### src/sv/csvt_pkg.sv
// Package for the CSV field tokenizer: result kinds, register indexes,
// fixed byte codes and the tokenizer state record. No dependencies.
package csvt_pkg;

   typedef enum logic [1:0] {
      KIND_CHAR     = 2'd0,
      KIND_CELL     = 2'd1,
      KIND_CELL_ROW = 2'd2,
      KIND_ROW      = 2'd3
   } kind_type;

   localparam int unsigned CSR_IDX_W = 1;
   localparam logic [CSR_IDX_W-1:0] CSR_SEPARATOR = 1'd0;
   localparam logic [CSR_IDX_W-1:0] CSR_QUOTE     = 1'd1;

   localparam logic [7:0] SEPARATOR_RESET = 8'd44;
   localparam logic [7:0] QUOTE_RESET     = 8'd34;
   localparam logic [7:0] BYTE_CR         = 8'd13;
   localparam logic [7:0] BYTE_LF         = 8'd10;

   typedef struct packed {
      logic at_cell_start;
      logic quote_odd;
      logic cell_nonempty;
      logic row_has_cells;
      logic stream_done;
   } tok_state_type;

   localparam tok_state_type TOK_STATE_RESET = '{
      at_cell_start: 1'b1,
      quote_odd:     1'b0,
      cell_nonempty: 1'b0,
      row_has_cells: 1'b0,
      stream_done:   1'b0
   };

   typedef struct packed {
      logic       valid;
      kind_type   kind;
      logic [7:0] ch;
   } tok_result_type;

endpackage

### src/sv/csvt_decode.sv
// Per-word decode of the tokenizer: next state and optional result from the
// current state, one input word and the separator and quote bytes. Uses csvt_pkg.
module csvt_decode
   import csvt_pkg::*;
(
   input  tok_state_type  state_cur,
   input  logic [7:0]     in_byte,
   input  logic           in_end,
   input  logic [7:0]     separator_char,
   input  logic [7:0]     quote_char,
   output tok_state_type  state_nxt,
   output tok_result_type result
);

   always_comb begin
      logic is_break;
      logic is_quote;
      logic is_sep;
      logic handled;
      is_break  = (in_byte == BYTE_CR) || (in_byte == BYTE_LF);
      is_quote  = (in_byte == quote_char);
      is_sep    = (in_byte == separator_char);
      handled   = 1'b0;
      state_nxt = state_cur;
      result    = '{valid: 1'b0, kind: KIND_CHAR, ch: 8'd0};

      if (state_cur.stream_done) begin
         handled = 1'b1;
      end else if (in_end) begin
         handled = 1'b1;
         if (state_cur.cell_nonempty) begin
            result.valid = 1'b1;
            result.kind  = KIND_CELL_ROW;
         end else if (state_cur.row_has_cells) begin
            result.valid = 1'b1;
            result.kind  = KIND_ROW;
         end
         state_nxt             = TOK_STATE_RESET;
         state_nxt.stream_done = 1'b1;
      end else if (state_cur.at_cell_start) begin
         // skip leading line breaks; swallow an opening quote
         if (is_break) begin
            handled = 1'b1;
         end else begin
            state_nxt.at_cell_start = 1'b0;
            if (is_quote) begin
               state_nxt.quote_odd = 1'b1;
               handled             = 1'b1;
            end
         end
      end

      if (!handled) begin
         if (is_quote) begin
            state_nxt.quote_odd = !state_cur.quote_odd;
            if (!state_cur.quote_odd) begin
               result.valid            = 1'b1;
               result.ch               = in_byte;
               state_nxt.cell_nonempty = 1'b1;
            end
         end else if (is_sep) begin
            result.valid = 1'b1;
            if (state_cur.quote_odd) begin
               result.ch               = in_byte;
               state_nxt.cell_nonempty = 1'b1;
            end else begin
               result.kind             = KIND_CELL;
               state_nxt               = TOK_STATE_RESET;
               state_nxt.row_has_cells = 1'b1;
            end
         end else if (is_break) begin
            result.valid = 1'b1;
            result.kind  = KIND_CELL_ROW;
            state_nxt    = TOK_STATE_RESET;
         end else begin
            result.valid            = 1'b1;
            result.ch               = in_byte;
            state_nxt.cell_nonempty = 1'b1;
         end
      end
   end

endmodule

### src/sv/csv_field_tokenizer_top.sv
// Top level of the CSV field tokenizer: input register, state and
// configuration registers, result register. Uses csvt_pkg and csvt_decode.
//
//   channel | dir | handshake            | payload
//   req     | in  | req_tvalid/tready    | tdata = in_byte, tlast = end_of_input
//   rsp     | out | rsp_tvalid/tready    | tdata = out_char, tuser = out_kind
//   csr     | in  | csr_wen              | csr_idx, csr_wdata
//
// One word per cycle unless back-pressure on rsp stalls it. A word is registered
// in the input register, decoded there, and its result (if any) lands in the
// result register. Reset is synchronous, active high, and restores the default
// separator and quote bytes. When rsp_tready is low and the result register
// is full, the input register holds and req_tready drops once it is full too.
module csv_field_tokenizer_top
   import csvt_pkg::*;
(
   input  logic                 clock,
   input  logic                 reset,
   input  logic                 req_tvalid,
   output logic                 req_tready,
   input  logic [7:0]           req_tdata,   // [7:0] in_byte
   input  logic                 req_tlast,   // end_of_input
   output logic                 rsp_tvalid,
   input  logic                 rsp_tready,
   output logic [7:0]           rsp_tdata,   // [7:0] out_char
   output logic [1:0]           rsp_tuser,   // [1:0] out_kind
   input  logic                 csr_wen,
   input  logic [CSR_IDX_W-1:0] csr_idx,
   input  logic [7:0]           csr_wdata
);

   logic           in_valid_ff;
   logic [7:0]     in_byte_ff;
   logic           in_end_ff;
   logic           out_valid_ff;
   logic           out_valid_in;
   logic [7:0]     out_char_ff;
   kind_type       out_kind_ff;
   logic [7:0]     sep_ff;
   logic [7:0]     quote_ff;
   tok_state_type  state_ff;
   tok_state_type  state_in;
   tok_result_type result;
   logic           advance;
   logic           fire;

   csvt_decode u_decode (
      .state_cur      (state_ff),
      .in_byte        (in_byte_ff),
      .in_end         (in_end_ff),
      .separator_char (sep_ff),
      .quote_char     (quote_ff),
      .state_nxt      (state_in),
      .result         (result)
   );

   // the stage moves when the result register is free or being drained
   assign advance    = !out_valid_ff || rsp_tready;
   assign fire       = in_valid_ff && advance;
   assign req_tready = !in_valid_ff || advance;

   always_comb begin
      out_valid_in = out_valid_ff && !rsp_tready;
      if (fire && result.valid) begin
         out_valid_in = 1'b1;
      end
   end

   always_ff @(posedge clock) begin
      if (reset) begin
         in_valid_ff  <= 1'b0;
         out_valid_ff <= 1'b0;
         state_ff     <= TOK_STATE_RESET;
         sep_ff       <= SEPARATOR_RESET;
         quote_ff     <= QUOTE_RESET;
      end else begin
         if (req_tready) begin
            in_valid_ff <= req_tvalid;
         end
         out_valid_ff <= out_valid_in;
         if (fire) begin
            state_ff <= state_in;
         end
         if (csr_wen) begin
            case (csr_idx)
               CSR_SEPARATOR: sep_ff   <= csr_wdata;
               CSR_QUOTE:     quote_ff <= csr_wdata;
               default: ;
            endcase
         end
      end
   end

   always_ff @(posedge clock) begin
      if (req_tready && req_tvalid) begin
         in_byte_ff <= req_tdata;
         in_end_ff  <= req_tlast;
      end
      if (fire && result.valid) begin
         out_char_ff <= result.ch;
         out_kind_ff <= result.kind;
      end
   end

   assign rsp_tvalid = out_valid_ff;
   assign rsp_tdata  = out_char_ff;
   assign rsp_tuser  = out_kind_ff;

endmodule
### config.mk
export PLATFORM = sky130hd
export DESIGN_NAME = csv_field_tokenizer_top
export DESIGN_NICKNAME = d
export VERILOG_FILES = /design/src/sv/csvt_pkg.sv /design/src/sv/csvt_decode.sv /design/src/sv/csv_field_tokenizer_top.sv
export SDC_FILE = /design/constraint.sdc
export NUM_CORES = 1
export LEC_CHECK = 0
export ABC_AREA = 0
export ABC_CLOCK_PERIOD_IN_PS = 3050
export BUFFER_PORTS_ARGS = -buffer_cell sky130_fd_sc_hd__buf_4
export CAP_MARGIN = 15
export CORE_UTILIZATION = 31
export DETAILED_ROUTE_END_ITERATION = 8
export PLACE_DENSITY = 0.56
export SLEW_MARGIN = 25
export SYNTH_ARGS = -nofsm -noshare
export SYNTH_HDL_FRONTEND = slang
export SYNTH_HIERARCHICAL = 1
export SYNTH_SLANG_ARGS = --single-unit
### constraint.sdc
create_clock -name clock -period 3.05 [get_ports clock]
set_input_delay 0.4575 -clock clock [delete_from_list [all_inputs] [get_ports clock]]
set_output_delay 0.4575 -clock clock [all_outputs]
set_load 0.01 [all_outputs]
==> impl_metrics.yaml <==
synthesis:
  yosysWarningCount: 6
  syn_area_um2: 2050
  synth_nets: 233
  ys_seq_area_share_pct: 50.4
  ys_ff_latch: 42
  synthAdderAreaFrac_pct: 0
  synth_xor_area_share_pct: 6.85
  yosys.area_share.simple_pct: 23.8
  synth_top_family_by_area: "simple AND/OR/NAND/NOR gates"
  synthMuxAreaShare_pct: 2.44
  syn_avg_cell_area_um2: 9.75
  synth.distinct_cells: 43
  synth_compound_area_share_pct: 12.8
  synth_cells: 210
drt:
  met1Wirelength_mm: 2.19
  drc: 0
  via_count: 1589
  dr_wl_met3_um: 324
  dr.max_layer_used: "met4"
  first_pass_iters: 4
  antenna_left: 0
  drt_wl_total_mm: 4.47
  via_per_inst: 4.97
  dr.first_iter.drc_count: 219
  wl_met2_mm: 1.89
  drt-wirelength-per-cell_um: 14.0
power_and_ir_drop:
  ir_drop_mv: 0.165
  power.total_w: 0.00119
  powerDensity_nw_per_um2: 488
  power.leakage_nw: 0.894
critical_path:
  worstPathMaxFanout: 10
  worst-r2r-cell-count: 6
  crit_arrival_ps: 2480
  crit_type: "reg -> reg"
  startpoint_type: "register"
  r2r_slack_ps: 500
  reg2reg_from: "in_byte_ff[2]"
  end_kind: "register"
  worstReg2RegEnd: "rsp_tdata[5]"
  required_ps: 2980
  crit_path_end: "rsp_tdata[5]"
  crit_start: "in_byte_ff[2]"
clock_tree:
  clkSinkCount: 42
  cts-root-buf: "clkbuf_8"
  cts_setup_buffers: 0
  cts_buffers: 5
  cts.htree.levels: 2
  insertion_delay_ps: 300
  cts_resized: 0
  clockBufferDepth: 2
  hold_buffers: 0
  clkSlewWorstSetupHoldPaths_ps: 80
  tritoncts: "yes"
die:
  die_h_um: 83.3
  core_um2: 6350
  fp.dieArea_um2: 6930
  io_pins: 35
  initial_core_util_pct: 32.2
  die_x_um: 83.3
  rows: 29
timing:
  hold_viol: 0
  relSlewSlack_pct: 48.3
  setup-tns-final_ps: 0
  skew_ps: 6.49
  period_needed_ps: 2550
  max_freq_ghz: 0.393
  fin_ws_ps: 503
  setup-violations-final: 0
  hold_ws_ps: 336
  fin_crit_sh_pct: 83.5
  tightestPinTransition_ps: 773
  finalMaxSlewViolations: 0
  rsz0062_at_grt: "false"
status:
  outcome: "complete, no violations"
finish:
  fillers: 639
  antenna_cells: 0
  design_area_um2: 2440
  area_delta_synth_final_pct: 19.4
  drive_above_1_share_pct: 19.3
  nets: 265
placement:
  port_buffers: 34
  postPlaceCellArea_um2: 2340
  routabilityCongestion: 0.856
  pre_cts_slack_ps: 493
  hpwlAfterDp_mm: 3.34
global_route:
  antenna_found_initial: 0
  grt_overflow: 0
  grt_pass1_vias: 1485
  grt_use_total_pct: 13.5
  grt_start_max_net_pins: 29
  grt_pass1_wl_mm: 7.38
run:
  cap_violations: 0
min_path:
  hp-class: "in -> reg"
[layout by cell type (no fill, tap or decap), types with 2 or more instances in the layout]
master | synthesis | routed
clkbuf_8 | 0 | 5
and2_1 | 11 | 11
inv_1 | 4 | 4
nand2b_1 | 10 | 10
a21oi_1 | 16 | 16
nor2_1 | 13 | 13
dfxtp_1 | 23 | 23
mux2i_1 | 5 | 5
nand2_1 | 38 | 38
xnor2_1 | 16 | 16
and4_1 | 2 | 2
o21ai_0 | 8 | 8
buf_4 | 2 | 34
nor3_1 | 2 | 2
nand4_1 | 5 | 5
edfxtp_1 | 19 | 19
nand3b_1 | 5 | 5
[synth_stat cells]
cell      instances  area, um2
o32ai_1           1       8.76
a311oi_2          1       15.0
nand2_1          38        143
nor2_1           13       48.8
clkbuf_1          1       3.75
a32oi_1           1       8.76
edfxtp_1         19        571
dfxtp_1          23        460
mux2i_1           5       50.1
o41ai_1           1       8.76
buf_4             2       15.0
o31ai_1           1       7.51
and4_1            2       17.5
a21o_1            1       7.51
inv_1             4       15.0
and3b_1           1       8.76
or2_2             1       6.26
nor4_1            1       6.26
nand3b_1          5       37.5
buf_2             4       20.0
o21ai_0           8       40.0
nor2b_1           1       6.26
and2_1           11       68.8
buf_6             2       22.5
xnor2_1          16        140
a21oi_1          16       80.1
a31oi_1           1       6.26
o211ai_1          1       7.51
o21a_1            1       7.51
a32o_1            1       10.0
nand4_1           5       31.3
o2111a_1          1       11.3
or2_1             1       6.26
nand3_1           1       5.00
nor3_1            2       10.0
nor3b_1           1       7.51
o221ai_1          1       8.76
o211a_1           1       10.0
o311ai_0          1       8.76
nor2b_4           1       13.8
nor2b_2           1       8.76
a221oi_2          1       15.0
nand2b_1         10       62.6
[through the flow]
stage | cells | util [%]
finish | 320 | 38.5
CTS | 320 | 38.5
floorplan | 210 | -
detailed placement | 312 | 36.8
global route | 320 | 38.5
global placement | 312 | 36.8
[power by group]
| group | internal (W) | switching [W] | leakage [nW] | total, W |
|---|---|---|---|---|
| registers | 0.000618 | 0.0000257 | 0.369 | 0.000644 |
| logic | 0.0000699 | 0.0000693 | 0.472 | 0.000139 |
| clock network | 0.000214 | 0.000195 | 0.0526 | 0.000410 |
[layout make-up]
class | instances | area (um2) | area share (%)
multi-input combinational | 155 | 940 | 38.5
tap | 77 | 96.3 | 3.94
clock buffer | 7 | 98.8 | 4.05
inverter | 4 | 15.0 | 0.614
clock inverter | 1 | 7.51 | 0.307
timing repair buffer | 34 | 255 | 10.4
sequential | 42 | 1030 | 42.2
[critical path, cell delays in order, from the launching register on]
cell and delay, ps:
edfxtp_1 480, and3b_1 240, o211ai_1 310, o21ai_0 210
o221ai_1 260, nand2_1 80, nor2_1 590
[worst min path at each step]
stage	cells after the start	to	from	slack, ps
after floorplan	2	quote_ff[3]	quote_ff[3]	450
after global placement	2	quote_ff[7]	quote_ff[7]	460
after detailed placement	2	quote_ff[7]	quote_ff[7]	460
after CTS	1	in_byte_ff[4]	req_tdata[4]	330
after global routing	1	in_byte_ff[4]	req_tdata[4]	320
final	1	in_byte_ff[6]	req_tdata[6]	340
[logic make-up (layout without fill, tap and decap cells)]
| logic type | Yosys count | after routing |
|---|---|---|
| and+or+nand+nor | 95 | 95 |
| xor gates and xnor gates | 16 | 16 |
| muxes | 5 | 5 |
| buffers and inverters | 13 | 46 |
| DFF | 42 | 42 |
| AOI/OAI and AO/OA | 39 | 39 |
[registers in the layout, summed over array words and instances (netlist names), 2 cells and up]
name and cells:
state_ff 5, quote_ff 8, sep_ff 8, rsp_tuser 2, in_byte_ff 8, rsp_tdata 8
[routing by layer]
| layer | track usage [%] | vias up |
|---|---|---|
| li1 | - | 800 |
| met1 | 19.1 | 725 |
| met2 | 19.7 | 59 |
| met3 | 3.78 | 5 |
| met4 | 4.23 | 0 |
| met5 | 0 | - |
No activity file was read; power rests on OpenSTA's default activity.
